<file path="src/sv/sida_pkg.sv">
`default_nettype none

package sida_pkg;

    localparam int VALUE_BITS = 32;
    // Decimal digits needed for 2^VALUE_BITS - 1 (1233/4096 ~ log10(2)).
    localparam int DIGITS     = ((VALUE_BITS * 1233) >> 12) + 1;
    localparam int BCD_BITS   = 4 * DIGITS;
    localparam int CNT_BITS   = $clog2(VALUE_BITS);
    localparam int DIG_BITS   = $clog2(DIGITS);
    localparam int CHAR_BITS  = 7;

    localparam logic [CHAR_BITS-1:0] ASCII_ZERO = 7'd48;
    localparam logic [CHAR_BITS-1:0] MINUS_CODE = 7'd45;
    localparam logic [CHAR_BITS-1:0] ASCII_NINE = 7'd57;

    typedef enum logic [3:0] {
        S_IDLE = 4'b0001,
        S_CONV = 4'b0010,
        S_TRIM = 4'b0100,
        S_EMIT = 4'b1000
    } t_state;

endpackage

`default_nettype wire

</file>
<file path="src/sv/signed_int_to_decimal_ascii_unit.sv">
`default_nettype none

// Signed integer to decimal ASCII text. One item on the input channel is a
// two's complement integer of VALUE_BITS bits; the output channel then carries
// its decimal text one character per item, most significant first: '-' for a
// negative value, then the digits of the magnitude without leading zeros
// (zero prints as a single '0'). o_last marks the final character; no NUL is
// sent. The most negative value prints correctly since the magnitude is held
// unsigned. At 32 bits, after accept the unit runs bit-serial shift-and-add-3
// (one magnitude bit per cycle into a 10-digit BCD shift register), then trims
// leading zero digits one at a time (up to 9) until the first digit to print
// is found, then sends the characters (1 to 11) in turn, holding while the
// output side stalls. Dropped and printed digits always add up to ten. The
// input stall stays high from accept until the last character is loaded into
// the output register; the next item may then be taken while that last
// character still waits.
module signed_int_to_decimal_ascii_unit (
    input  wire                                   i_clk,
    input  wire                                   i_rst_n,
    input  wire                                   i_valid,
    input  wire signed [sida_pkg::VALUE_BITS-1:0] i_value,
    output logic                                  o_stall,
    output logic                                  o_valid,
    output logic [sida_pkg::CHAR_BITS-1:0]        o_char_code,
    output logic                                  o_last,
    input  wire                                   i_stall
);
    import sida_pkg::*;

    // Control state
    t_state                r_state, n_state;
    logic                  r_ovalid, n_ovalid;
    // Datapath
    logic [VALUE_BITS-1:0] r_mag, n_mag;
    logic [BCD_BITS-1:0]   r_bcd, n_bcd;
    logic [CNT_BITS-1:0]   r_cnt, n_cnt;
    logic [DIG_BITS-1:0]   r_dig, n_dig;
    logic                  r_neg, n_neg;
    logic [CHAR_BITS-1:0]  r_char, n_char;
    logic                  r_last, n_last;

    logic [VALUE_BITS-1:0] w_raw;
    logic [VALUE_BITS-1:0] w_abs;
    logic [BCD_BITS-1:0]   w_adj;
    logic [3:0]            w_top;
    logic                  w_accept;
    logic                  w_slot;

    assign w_raw    = i_value;
    // Unsigned magnitude: the most negative value maps to 2^(VALUE_BITS-1).
    assign w_abs    = w_raw[VALUE_BITS-1]
                    ? (~w_raw + {{(VALUE_BITS-1){1'b0}}, 1'b1}) : w_raw;
    assign w_accept = i_valid && !o_stall;
    // Output register can take a character this cycle.
    assign w_slot   = !r_ovalid || !i_stall;
    assign w_top    = r_bcd[BCD_BITS-1 -: 4];

    // Add 3 to every BCD digit of 5 or more before the shift.
    always_comb begin
        w_adj = r_bcd;
        for (int i = 0; i < DIGITS; i++) begin
            if (r_bcd[4*i +: 4] >= 4'd5) begin
                w_adj[4*i +: 4] = r_bcd[4*i +: 4] + 4'd3;
            end
        end
    end

    always_comb begin
        n_state  = r_state;
        n_ovalid = r_ovalid;
        n_mag    = r_mag;
        n_bcd    = r_bcd;
        n_cnt    = r_cnt;
        n_dig    = r_dig;
        n_neg    = r_neg;
        n_char   = r_char;
        n_last   = r_last;

        // Drop the character once the consumer takes it.
        if (r_ovalid && !i_stall) begin
            n_ovalid = 1'b0;
        end

        unique case (r_state)
            S_IDLE: begin
                if (w_accept) begin
                    n_mag   = w_abs;
                    n_neg   = w_raw[VALUE_BITS-1];
                    n_bcd   = '0;
                    n_cnt   = '0;
                    n_state = S_CONV;
                end
            end
            S_CONV: begin
                // Shift one magnitude bit into the BCD register.
                n_bcd = {w_adj[BCD_BITS-2:0], r_mag[VALUE_BITS-1]};
                n_mag = {r_mag[VALUE_BITS-2:0], 1'b0};
                n_cnt = r_cnt + 1'b1;
                if (r_cnt == CNT_BITS'(VALUE_BITS - 1)) begin
                    n_dig   = DIG_BITS'(DIGITS - 1);
                    n_state = S_TRIM;
                end
            end
            S_TRIM: begin
                // Drop leading zero digits, keeping at least one.
                if (w_top == 4'd0 && r_dig != '0) begin
                    n_bcd = {r_bcd[BCD_BITS-5:0], 4'd0};
                    n_dig = r_dig - 1'b1;
                end else begin
                    n_state = S_EMIT;
                end
            end
            S_EMIT: begin
                if (w_slot) begin
                    n_ovalid = 1'b1;
                    if (r_neg) begin
                        n_char = MINUS_CODE;
                        n_last = 1'b0;
                        n_neg  = 1'b0;
                    end else begin
                        n_char = ASCII_ZERO + {3'b000, w_top};
                        n_last = (r_dig == '0);
                        n_bcd  = {r_bcd[BCD_BITS-5:0], 4'd0};
                        n_dig  = r_dig - 1'b1;
                        if (r_dig == '0) begin
                            n_state = S_IDLE;
                        end
                    end
                end
            end
            default: begin
                n_state = S_IDLE;
            end
        endcase
    end

    always_ff @(posedge i_clk) begin
        if (!i_rst_n) begin
            r_state  <= S_IDLE;
            r_ovalid <= 1'b0;
        end else begin
            r_state  <= n_state;
            r_ovalid <= n_ovalid;
        end
    end

    always_ff @(posedge i_clk) begin
        r_mag  <= n_mag;
        r_bcd  <= n_bcd;
        r_cnt  <= n_cnt;
        r_dig  <= n_dig;
        r_neg  <= n_neg;
        r_char <= n_char;
        r_last <= n_last;
    end

    assign o_stall     = (r_state != S_IDLE);
    assign o_valid     = r_ovalid;
    assign o_char_code = r_char;
    assign o_last      = r_last;

endmodule

`default_nettype wire

</file>
<file path="config.mk">
export PLATFORM = sky130hd
export DESIGN_NAME = signed_int_to_decimal_ascii_unit
export DESIGN_NICKNAME = d
export VERILOG_FILES = /design/src/sv/sida_pkg.sv /design/src/sv/signed_int_to_decimal_ascii_unit.sv
export SDC_FILE = /design/constraint.sdc
export NUM_CORES = 1
export LEC_CHECK = 0
export BUFFER_PORTS_ARGS = -buffer_cell sky130_fd_sc_hd__buf_2
export CAP_MARGIN = 20
export CELL_PAD_IN_SITES_DETAIL_PLACEMENT = 0
export CELL_PAD_IN_SITES_GLOBAL_PLACEMENT = 2
export CORE_ASPECT_RATIO = 0.9
export CORE_MARGIN = 2
export CORE_UTILIZATION = 35
export CTS_CLUSTER_SIZE = 14
export DETAILED_ROUTE_END_ITERATION = 10
export PLACE_DENSITY_LB_ADDON = 0.1
export SETUP_SLACK_MARGIN = 0.4
export SLEW_MARGIN = 25
export SYNTH_ARGS = -nofsm -noshare
export SYNTH_HDL_FRONTEND = slang
export SYNTH_SLANG_ARGS = --single-unit
</file>
<file path="constraint.sdc">
create_clock -name i_clk -period 3.7 [get_ports i_clk]
set_clock_uncertainty 0.2 [all_clocks]
set_input_delay 0.74 -clock i_clk [delete_from_list [all_inputs] [get_ports i_clk]]
set_output_delay 0.74 -clock i_clk [all_outputs]
set_load 0.1 [all_outputs]
</file>
==> out/results.txt <==
CTS tree = done
Pleak = 0.00229 uW
Synth unique cells = 50
Top cell type's share of synthesized area = 47.4%
GR Layer Usage met1 = 20.7%
Pre-Repair DR Iteration Count = 4
Routed length per instance = 14.0 um
Mapped Cells = 559
Crit Path Max Fanout = 8
Synth area leaders = edfxtp_1, o21ai_0, ha_1
Post-synth EDFFs = 88
CTS Hold Buffers Added = 0
Placer Congestion = 0.804
Crit path buf inv count = 2
Final Non-Filler Cells = 805
Synth Cell Area = 0.00558 mm2
Worst slew margin = 60.1%
Yosys warning count = 0
Share of post-route cells with drive strength above 1 = 13.3%
Initial Util = 36.0%
DR vias/cell = 5.01
Bufs on Longest Clock Path = 2
GRT overflow = 0
Post-CTS Setup Inserts = 0
Worst Hold Class = reg2reg
VDD IR max = 0.228 mV
Synth Net Count = 620
Die height = 124 um
GRT busiest layer = met2
Placed cells = 789
Worst-margin pin slew = 0.599 ns
H-tree depth = 3
Post-route cell area = 0.00630 mm2
Hold Fails Final Rpt = 0
Area growth from synthesis to layout = 13.0%
Main flop type after synthesis = edfxtp_1
Largest area contributor in the netlist = edfxtp_1
DIE AREA = 0.0170 mm2
Final setup TNS = 0 ns
Synth Register Bits = 93
Met2 GRT Util = 21.6%
Most frequent cell after synthesis = edfxtp_1
Row count = 43
ANT nets after route = 0
FMAX = 376 MHz
Routed wire length = 11,200 um
Clock transition at path regs = 0.06 ns
Max_cap viols = 0
Met3 Use GR = 4.31%
Area of the multi-input gates = 0.00264 mm2
CTS buffer count = 9
Io pins = 46
Via Count = 4,035
Final core utilization = 40.7%
Req. time, crit path = 3.58 ns
Cell area power density = 469 mW/mm2
Die width = 137 um
Final setup fails = 0
Min Tclk post-route = 2.66 ns
CTS Sinks = 93
Resized Gates After CTS = 0
Sequential share of the synthesized area = 49.1%
Number of global-route vias before repair = 3,922
Wire length of the first global-routing pass = 19,500 um
NumNets Final = 659
Worst setup EP type = register
Status = finished clean
Iter 0 DRT Violations = 172
Setup CP Type = in2reg
Root Driver = clkbuf_16
Post-DP Area = 0.00602 mm2
Antenna cell count = 0
Slowest Stage Delay on Critical Path = 0.41 ns
Final Max Tran Viols = 0
CP Launch Type = primary input
Initial antenna violation count = 0
Post-synth top cells = edfxtp_1, nand2_1, o21ai_0, a21oi_1, xor2_1
Worst path cell trace = buf_2, inv_1, ha_1, nor3b_1, nand4b_2, o41ai_1, xor2_1, o21ai_1
Residual DRC = 0
Filler cells = 1,540
Latest clock arrival within the worst-skew pair = 0.34 ns
Async SR Flop Fraction = 0%
Period utilization = 71.9%
Top delay family on crit path = simple AND/OR/NAND/NOR gates
CP max stage cell = nor3b_1
Sequential cell area = 0.00274 mm2
Mean Syn Cell Area = 9.98 um2
WP data arrival = 2.54 ns
Core area = 0.0155 mm2
Tot GR Track Use = 14.5%
Number of buffers inserted by port buffering = 43
WHS = 0.326 ns
Unrepaired setup endpoints after global routing = no
Largest net degree at the start of global routing = 59
Placed wire-length estimate = 7650 um
==> kinds of logic after synthesis <==
family | synth area share [%]
AOI/OAI and AO/OA | 17.0
xor gates and xnor gates | 7.06
adders and majority gates | 5.61
buffers and inverters | 3.86
DFF | 49.1
muxes | 0.179
other | 0.135
and+or+nand+nor | 17.0
==> worst register-to-register path: stages, from the launching register on <==
cell and delay, ns:
dfxtp_1 0.33, nand2b_1 0.19, or3_1 0.50, nand3_1 0.16
o22ai_1 0.14, nor2_4 0.10, buf_4 0.45
==> power breakdown <==
group | internal [uW] | switching [uW] | leakage [uW] | total [uW]
clock network | 517 | 393 | 0.000143 | 911
logic | 222 | 363 | 0.00124 | 585
registers | 1340 | 116 | 0.000900 | 1460
total | 2080 | 873 | 0.00229 | 2960
==> flip-flops by register name, summed over array words and instances, names as in the netlist <==
name / cells
r_bcd: 40
r_mag: 32
o_char_code: 5
r_cnt: 5
r_dig: 4
r_state: 4
o_last: 1
o_valid: 1
r_neg: 1
==> through the flow <==
| stage | worst slack [ns] | power [uW] |
|---|---|---|
| floorplan | 0.582 | 1900 |
| finish | 1.04 | 2960 |
| CTS | 1.04 | 3010 |
| global placement | 0.704 | 2060 |
| detailed placement | 0.667 | 2080 |
| global route | 0.781 | 3150 |
==> worst paths after layout <==
path | start | slack (ns) | cells after the start | end
worst min-delay path | r_mag[2]$_DFFE_PP_ | 0.33 | 2 | r_mag[3]$_DFFE_PP_
worst max register to register | r_state[0]$_SDFFE_PN1P_ | 1.23 | 6 | r_bcd[20]$_DFFE_PP_
worst min register to register | r_mag[2]$_DFFE_PP_ | 0.33 | 2 | r_mag[3]$_DFFE_PP_
worst max-delay path | i_value[0] | 1.04 | 8 | r_mag[28]$_DFFE_PP_
==> per-layer routing <==
layer  wire length, um  vias up
li1                  -     2088
met1              5770     1870
met2              4870       71
met3               501        6
met4               105        0
met5                 0        -
==> final cells by class <==
class / count / area share, %
clock buffers: 10 / 3.63
clock inverters: 6 / 0.853
inverters: 29 / 1.73
multi-input cells: 413 / 41.8
flip-flops and latches: 93 / 43.5
well taps: 202 / 4.01
repair buffers: 52 / 4.49
==> cells in the final DEF, fill, tap and decap left out, drive strengths merged, types with 6 or more instances in the layout <==
| cell type | n |
|---|---|
| edfxtp | 88 |
| inv | 29 |
| nor3b | 16 |
| a21oi | 34 |
| buf | 52 |
| ha | 25 |
| clkbuf | 10 |
| o21ai | 76 |
| nand2 | 81 |
| nand2b | 13 |
| nor4b | 6 |
| xor2 | 31 |
| or3 | 6 |
| nor3 | 7 |
| nor2 | 27 |
| a22o | 10 |
| xnor2 | 14 |
| o31ai | 19 |
Power figures use the tool's default switching activity.
